===== src/hdl/smt_pkg.sv =====
// ----------------------------------------------------------------------------
// smt_pkg
// shared constants, codes and control types of the set membership table
// ----------------------------------------------------------------------------
package smt_pkg;

	localparam int CAPACITY = 64;
	localparam int IDX_W    = $clog2(CAPACITY);
	localparam int CNT_W    = $clog2(CAPACITY + 1);
	localparam int ELEM_W   = 32;
	localparam int OP_W     = 2;
	localparam int SIZE_W   = 7;
	localparam int OUT_W    = 16;

	typedef logic [OP_W-1:0] opcode_t;

	localparam opcode_t OP_ADD    = 2'd0;
	localparam opcode_t OP_REMOVE = 2'd1;
	localparam opcode_t OP_SEARCH = 2'd2;

	typedef enum logic [1:0] {
		ST_IDLE,
		ST_SCAN,
		ST_LAST,
		ST_COMMIT
	} state_t;

	// controller to datapath
	typedef struct packed {
		logic accept;
		logic rd_en;
		logic commit;
	} ctl_t;

	// datapath to controller
	typedef struct packed {
		logic last_addr;
		logic out_free;
	} stat_t;

endpackage


===== src/hdl/smt_ram.sv =====
// ----------------------------------------------------------------------------
// smt_ram
// generic simple dual port ram, one write and one registered read port
// ----------------------------------------------------------------------------
module smt_ram #(
	parameter int WIDTH = 32,
	parameter int DEPTH = 64
) (
	input  logic                     clk,
	input  logic                     we,
	input  logic [$clog2(DEPTH)-1:0] waddr,
	input  logic [WIDTH-1:0]         wdata,
	input  logic [$clog2(DEPTH)-1:0] raddr,
	output logic [WIDTH-1:0]         rdata
);

	logic [WIDTH-1:0] mem [DEPTH];

	always_ff @(posedge clk) begin
		if (we) begin
			mem[waddr] <= wdata;
		end
		rdata <= mem[raddr];
	end

endmodule


===== src/hdl/smt_ctrl.sv =====
// ----------------------------------------------------------------------------
// smt_ctrl
// sequencer: accept a request, sweep all slots, then commit the result
// ----------------------------------------------------------------------------
module smt_ctrl (
	input  logic          clk,
	input  logic          arst_n,
	input  logic          s_tvalid,
	output logic          s_tready,
	input  smt_pkg::stat_t stat,
	output smt_pkg::ctl_t  ctl
);

	import smt_pkg::*;

	state_t state_q;
	state_t state_d;

	always_ff @(posedge clk or negedge arst_n) begin
		if (!arst_n) begin
			state_q <= ST_IDLE;
		end else begin
			state_q <= state_d;
		end
	end

	always_comb begin
		state_d = state_q;
		case (state_q)
			ST_IDLE: begin
				if (s_tvalid) state_d = ST_SCAN;
			end
			ST_SCAN: begin
				if (stat.last_addr) state_d = ST_LAST;
			end
			ST_LAST: begin
				state_d = ST_COMMIT;
			end
			ST_COMMIT: begin
				if (stat.out_free) state_d = ST_IDLE;
			end
			default: begin
				state_d = ST_IDLE;
			end
		endcase
	end

	always_comb begin
		s_tready   = 1'b0;
		ctl.accept = 1'b0;
		ctl.rd_en  = 1'b0;
		ctl.commit = 1'b0;
		case (state_q)
			ST_IDLE: begin
				s_tready   = 1'b1;
				ctl.accept = s_tvalid;
			end
			ST_SCAN: begin
				ctl.rd_en = 1'b1;
			end
			ST_LAST: begin
				// final compare lands this cycle
			end
			ST_COMMIT: begin
				ctl.commit = stat.out_free;
			end
			default: begin
			end
		endcase
	end

endmodule


===== src/hdl/smt_dp.sv =====
// ----------------------------------------------------------------------------
// smt_dp
// datapath: slot memory, valid map, count, compare stage and result register
// ----------------------------------------------------------------------------
module smt_dp (
	input  logic                        clk,
	input  logic                        arst_n,
	input  smt_pkg::ctl_t               ctl,
	output smt_pkg::stat_t              stat,
	input  logic signed [smt_pkg::ELEM_W-1:0] in_element,
	input  smt_pkg::opcode_t            in_opcode,
	output logic                        out_valid,
	input  logic                        out_ready,
	output logic [smt_pkg::OUT_W-1:0]   out_data
);

	import smt_pkg::*;

	logic [ELEM_W-1:0]   elem_q;
	opcode_t             op_q;
	logic [IDX_W-1:0]    addr_q;
	logic                rd_s1;
	logic [IDX_W-1:0]    idx_s1;
	logic [ELEM_W-1:0]   rdata;
	logic                hit_q;
	logic [IDX_W-1:0]    hit_idx_q;
	logic                free_q;
	logic [IDX_W-1:0]    free_idx_q;
	logic [CAPACITY-1:0] valid_q;
	logic [CNT_W-1:0]    count_q;
	logic                out_valid_q;
	logic [OUT_W-1:0]    out_data_q;

	logic             match;
	logic             add_ok;
	logic             rem_ok;
	logic             full;
	logic             success;
	logic [CNT_W-1:0] count_d;

	smt_ram #(
		.WIDTH(ELEM_W),
		.DEPTH(CAPACITY)
	) u_ram (
		.clk  (clk),
		.we   (ctl.commit & add_ok),
		.waddr(free_idx_q),
		.wdata(elem_q),
		.raddr(addr_q),
		.rdata(rdata)
	);

	assign match = valid_q[idx_s1] && (rdata == elem_q);

	// free_q alone implies room: a free slot exists only below capacity
	assign add_ok  = (op_q == OP_ADD) && !hit_q && free_q;
	assign full    = (op_q == OP_ADD) && !hit_q && !free_q;
	assign rem_ok  = (op_q == OP_REMOVE) && hit_q;
	assign success = add_ok || rem_ok || ((op_q == OP_SEARCH) && hit_q);

	always_comb begin
		count_d = count_q;
		if (add_ok) begin
			count_d = count_q + CNT_W'(1);
		end else if (rem_ok) begin
			count_d = count_q - CNT_W'(1);
		end
	end

	assign stat.last_addr = (addr_q == IDX_W'(CAPACITY - 1));
	assign stat.out_free  = !out_valid_q || out_ready;

	always_ff @(posedge clk) begin
		if (ctl.accept) begin
			elem_q <= in_element;
			op_q   <= in_opcode;
		end
		idx_s1 <= addr_q;
		if (rd_s1 && match && !hit_q) begin
			hit_idx_q <= idx_s1;
		end
		if (rd_s1 && !valid_q[idx_s1] && !free_q) begin
			free_idx_q <= idx_s1;
		end
		if (ctl.commit) begin
			out_data_q <= OUT_W'({full, (count_d == '0), SIZE_W'(count_d), success});
		end
	end

	always_ff @(posedge clk or negedge arst_n) begin
		if (!arst_n) begin
			addr_q      <= '0;
			rd_s1       <= 1'b0;
			hit_q       <= 1'b0;
			free_q      <= 1'b0;
			valid_q     <= '0;
			count_q     <= '0;
			out_valid_q <= 1'b0;
		end else begin
			rd_s1 <= ctl.rd_en;
			if (ctl.accept) begin
				addr_q <= '0;
				hit_q  <= 1'b0;
				free_q <= 1'b0;
			end else begin
				if (ctl.rd_en) begin
					addr_q <= addr_q + IDX_W'(1);
				end
				if (rd_s1 && match) begin
					hit_q <= 1'b1;
				end
				if (rd_s1 && !valid_q[idx_s1]) begin
					free_q <= 1'b1;
				end
			end
			if (ctl.commit) begin
				count_q <= count_d;
				if (add_ok) begin
					valid_q[free_idx_q] <= 1'b1;
				end
				if (rem_ok) begin
					valid_q[hit_idx_q] <= 1'b0;
				end
			end
			if (ctl.commit) begin
				out_valid_q <= 1'b1;
			end else if (out_ready) begin
				out_valid_q <= 1'b0;
			end
		end
	end

	assign out_valid = out_valid_q;
	assign out_data  = out_data_q;

endmodule


===== src/hdl/set_membership_table_core.sv =====
// ----------------------------------------------------------------------------
// set_membership_table_core
// bounded set of distinct 32-bit elements with add, remove and search
//
//   channel  dir  payload
//   s_*      in   tdata: element, tuser: opcode
//   m_*      out  tdata: success, set_size, is_empty, rejected_full
//
// each request sweeps the slots in turn, one memory read per slot on the
// single read port, then waits for the registered read data, then commits.
// a new request is taken in the cycle after commit, while the previous
// result may still wait in the output register.
// reset clears the valid map and the count at once; no clearing pass.
// a stalled output holds the commit until the output register frees up.
// ----------------------------------------------------------------------------
module set_membership_table_core (
	input  logic                              clk,
	input  logic                              arst_n,
	input  logic                              s_tvalid,
	output logic                              s_tready,
	input  logic signed [smt_pkg::ELEM_W-1:0] s_tdata,  // [31:0] element
	input  logic [smt_pkg::OP_W-1:0]          s_tuser,  // [1:0] opcode
	output logic                              m_tvalid,
	input  logic                              m_tready,
	// [0] success, [7:1] set_size, [8] is_empty, [9] rejected_full, [15:10] zero
	output logic [smt_pkg::OUT_W-1:0]         m_tdata
);

	import smt_pkg::*;

	ctl_t  ctl;
	stat_t stat;

	smt_ctrl u_ctrl (
		.clk     (clk),
		.arst_n  (arst_n),
		.s_tvalid(s_tvalid),
		.s_tready(s_tready),
		.stat    (stat),
		.ctl     (ctl)
	);

	smt_dp u_dp (
		.clk       (clk),
		.arst_n    (arst_n),
		.ctl       (ctl),
		.stat      (stat),
		.in_element(s_tdata),
		.in_opcode (s_tuser),
		.out_valid (m_tvalid),
		.out_ready (m_tready),
		.out_data  (m_tdata)
	);

endmodule


===== config.mk =====
export PLATFORM = sky130hd
export DESIGN_NAME = set_membership_table_core
export DESIGN_NICKNAME = d
export VERILOG_FILES = /design/src/hdl/smt_pkg.sv /design/src/hdl/smt_ram.sv /design/src/hdl/smt_ctrl.sv /design/src/hdl/smt_dp.sv /design/src/hdl/set_membership_table_core.sv
export SDC_FILE = /design/constraint.sdc
export NUM_CORES = 2
export LEC_CHECK = 0
export ABC_AREA = 1
export BUFFER_PORTS_ARGS = -buffer_cell sky130_fd_sc_hd__buf_4
export CORE_UTILIZATION = 62
export CTS_BUF_LIST = sky130_fd_sc_hd__clkbuf_8
export CTS_CLUSTER_DIAMETER = 50
export CTS_CLUSTER_SIZE = 16
export DETAILED_ROUTE_END_ITERATION = 10
export PLACE_DENSITY = 0.78
export RECOVER_POWER = 100
export SLEW_MARGIN = 30
export SYNTH_ARGS = -nofsm -noshare
export SYNTH_HDL_FRONTEND = slang
export SYNTH_SLANG_ARGS = --single-unit

===== constraint.sdc =====
create_clock -name clk -period 9 [get_ports clk]
set_input_delay 1.8 -clock clk [delete_from_list [all_inputs] [get_ports clk]]
set_output_delay 1.8 -clock clk [all_outputs]
set_load 0.005 [all_outputs]

==> results.cfg <==
[clock_tree]
cts_htree_levels = 4
cts_root_buf = clkbuf_8
cts_made_buffers = 172
clock_latency_ns = 0.95
cts_buffer_depth = 3
postCtsSetupRepairBufs = 0
holdBufCountCts = 0
cts_resized = 0
cts.sinks = 2225
clk_pin_slew_ns = 0.10
cts_tree = built

[routing]
detail_route.wirelength_um = 247600
met2_wirelength_um = 109200
drc_errors = 0
wl_met3_um = 34620
avgViaCountPerCell = 6.767
wl_met1_um = 86570
wl_per_cell_um = 29.06
drt_iter0_markers = 9784
dr.max_layer_used = met5
vias = 57670
firstDrtPassIters = 10
drtAntennaViolNets = 0

[setup_path]
startpoint_type = flop
cp_slowest_cell = dfrtp_1
worst-path-stages = 10
cp.required_ns = 9.83
cpMostUsedCell = nand3_1
critPathMaxStageDelay_ns = 2.38
cp_data_arrival_time_ns = 7.45
worstPathMaxFanout = 322
path_buf_inv = 2
r2r_cells = 10
crit_family = flip-flops
crit_path_end_kind = flop
path_class = flop to flop
worstPathCellList = clkinv_16 > buf_4 > o21ai_0 > o22ai_1 > nand2_1 > nand3_1 > nand3_1 > nand3_1 > nand2_1 > nand3_1

[worst_hold_path]
hold_depth = 0
hold_class = flop to flop

[final_layout]
syn2layout_area_growth_pct = 5.670
fillerInstances = 9549
fin_cells = 8522
drive_above_1_share_pct = 5.423
nets = 6564

[pwr]
leakage_nw = 29.55
power_density_nw_per_um2 = 290.8
total_power_mw = 26.86
ir_worst_vdd_mv = 0.4097

[global_route]
grt_pass1_vias = 53610
grt_usage_pct = 34.25
antenna_found_initial = 6
grt_max_degree = 323
overflow = 0
grt_pass1_wl_um = 350900

[synth]
synth_edf_count = 2104
ys.flop_type = edfxtp_1
synth_common_cells = edfxtp_1 (2,104), nor2_1 (1,132), o21ai_0 (1,039)
yosysWarnings = 0
ys_seq_area_share_pct = 75.53
netlist_area_um2 = 87410
ys_ff_latch = 2225
yosys.cell_types.count = 46
yosysTopAreaCell = edfxtp_1
synth.most_common_cell = edfxtp_1
synth_top_area_share_pct = 72.28
synth_area_per_cell_um2 = 13.29
synthTopCellsByArea = edfxtp_1 (72%), o21ai_0 (5.9%), nor2_1 (4.9%)
syn-instance-count = 6577
synthArstFlopShare_pct = 3.730

[timing]
worst_slew_pin_slew_ns = 4.526
fin_crit_sh_pct = 73.58
setup-tns-final_ns = 0
skew_ns = 0.04512
layout_min_cycle_time_ns = 6.623
rsz0062_at_grt = no
max_slew_margin_pct = -201.8
hold_viol = 0
slew_violations = 2683
timing.fmax_mhz = 151.0
setup_viol = 0

[status]
failed_checks = capacitance limit, slew limit
status = finished with violations

[placed_design]
place.gp.congestion = 0.9853
placed_cells = 8206
io_buffers = 49
post-dp-hpwl_um = 142500

[floorplanning]
die_x_um = 377.5
coreArea_um2 = 139700
ios = 56
die_area_um2 = 142500
start_util_pct = 62.57
die_y_um = 377.5
rows = 137

[flow_run]
drv_cap = 73
-- placed cells by master (no fill, tap or decap), types with 4 or more instances in the layout --
cell	synthesis	routed
nor3_2	0	6
nand3_1	273	273
clkbuf_1	258	125
bufinv_16	0	10
o211ai_1	105	105
edfxtp_1	2104	2104
clkinvlp_4	0	10
clkinv_4	0	8
o22ai_1	289	289
a21oi_1	7	7
inv_2	4	4
o21a_1	15	15
clkbuf_8	0	179
nor3_1	24	17
nand2_1	529	529
o21ai_1	48	42
o21ai_0	1039	1045
buf_12	0	9
a2bb2oi_1	45	45
o221ai_1	227	227
inv_1	98	145
xnor2_1	6	6
dfrtp_1	83	81
conb_1	1	6
dfxtp_1	38	37
ha_1	7	7
nor2_1	1132	1132
clkbuf_4	0	47
buf_4	30	37
inv_6	1	7
diode_2	0	7
inv_8	0	7
xor2_1	11	11
nand4_1	6	6
clkinv_2	0	13
clkinv_1	4	14
-- metal layers --
metal | vias to the layer above | track usage [%]
li1 | 24350 | -
met1 | 28080 | 46.73
met2 | 4477 | 49.24
met3 | 753 | 9.155
met4 | 4 | 21.69
met5 | - | 0
-- flip-flops by register name, summed over array words and instances, names as in the netlist --
signal            flops
u_dp.op_q             2
u_dp.valid_q         64
u_dp.free_idx_q       6
u_dp.u_ram.rdata     32
u_dp.u_ram.mem     2048
u_dp.hit_idx_q        6
u_dp.out_valid        1
u_dp.count_q          7
u_ctrl.state_q        2
u_dp.rd_s1            1
u_dp.addr_q           6
u_dp.free_q           1
u_dp.hit_q            1
u_dp.idx_s1           6
u_dp.elem_q          32
u_dp.out_data        10
-- area by class of cell --
cell class | count | area [um2] | area share [%]
Sequential cell | 2225 | 66030 | 71.49
Timing Repair Buffer | 222 | 1345 | 1.456
Inverter | 108 | 459.2 | 0.4972
Antenna cell | 7 | 17.52 | 0.01897
Clock buffer | 179 | 2464 | 2.667
Multi-Input combinational cell | 3790 | 18820 | 20.38
Clock inverter | 115 | 880.8 | 0.9537
Tap cell | 1876 | 2347 | 2.541
-- cells by family after synthesis --
family,share of synthesized area (%)
AO/OA/AOI/OAI,12.15
XOR/XNOR,0.1703
adder cells (fa/ha/maj),0.1002
buffers and inverters,2.987
flip-flops,75.53
other,0.004290
AND/OR/NAND/NOR,9.058
-- path summary, 6_finish.rpt --
path | start | end | slack (ns)
setup / recovery | u_dp.addr_q[0] | u_dp.u_ram.rdata[0] | 2.38
hold / removal | u_dp.addr_q[5] | u_dp.idx_s1[5] | 0.47
setup reg to reg | u_dp.addr_q[0] | u_dp.u_ram.rdata[0] | 2.38
hold reg to reg | u_dp.addr_q[5] | u_dp.idx_s1[5] | 0.47
max in group asynchronous | arst_n | u_dp.addr_q[1] | 6.56
min in group asynchronous | arst_n | u_dp.valid_q[51] | 1.00
-- metrics by stage --
step           hold slack, ns  utilization (%)  area (um2)  worst slack (ns)
2_1_floorplan          0.3422                -       87430             4.670
3_3_place_gp           0.4192            63.95       89340             3.703
3_5_place_dp           0.4342            65.09       90930             3.657
4_1_cts                0.4575            67.48       94270             4.685
5_1_grt                0.4982            66.10       92350             2.372
6_report               0.4737            66.11       92360             2.377
-- worst register-to-register path, delay by kind of cell (launching register included) --
kind | cells | cell delay [ns]
buffers and inverters | 2 | 2.48
AOI/OAI and AO/OA | 2 | 0.45
and+or+nand+nor | 6 | 1.19
DFF | 1 | 2.38
-- power breakdown --
group | internal, mW | switching (mW)
clock | 2.18 | 3.29
combinational | 2.09 | 7.02
sequential | 12.0 | 0.290
Power figures use the tool's default switching activity.
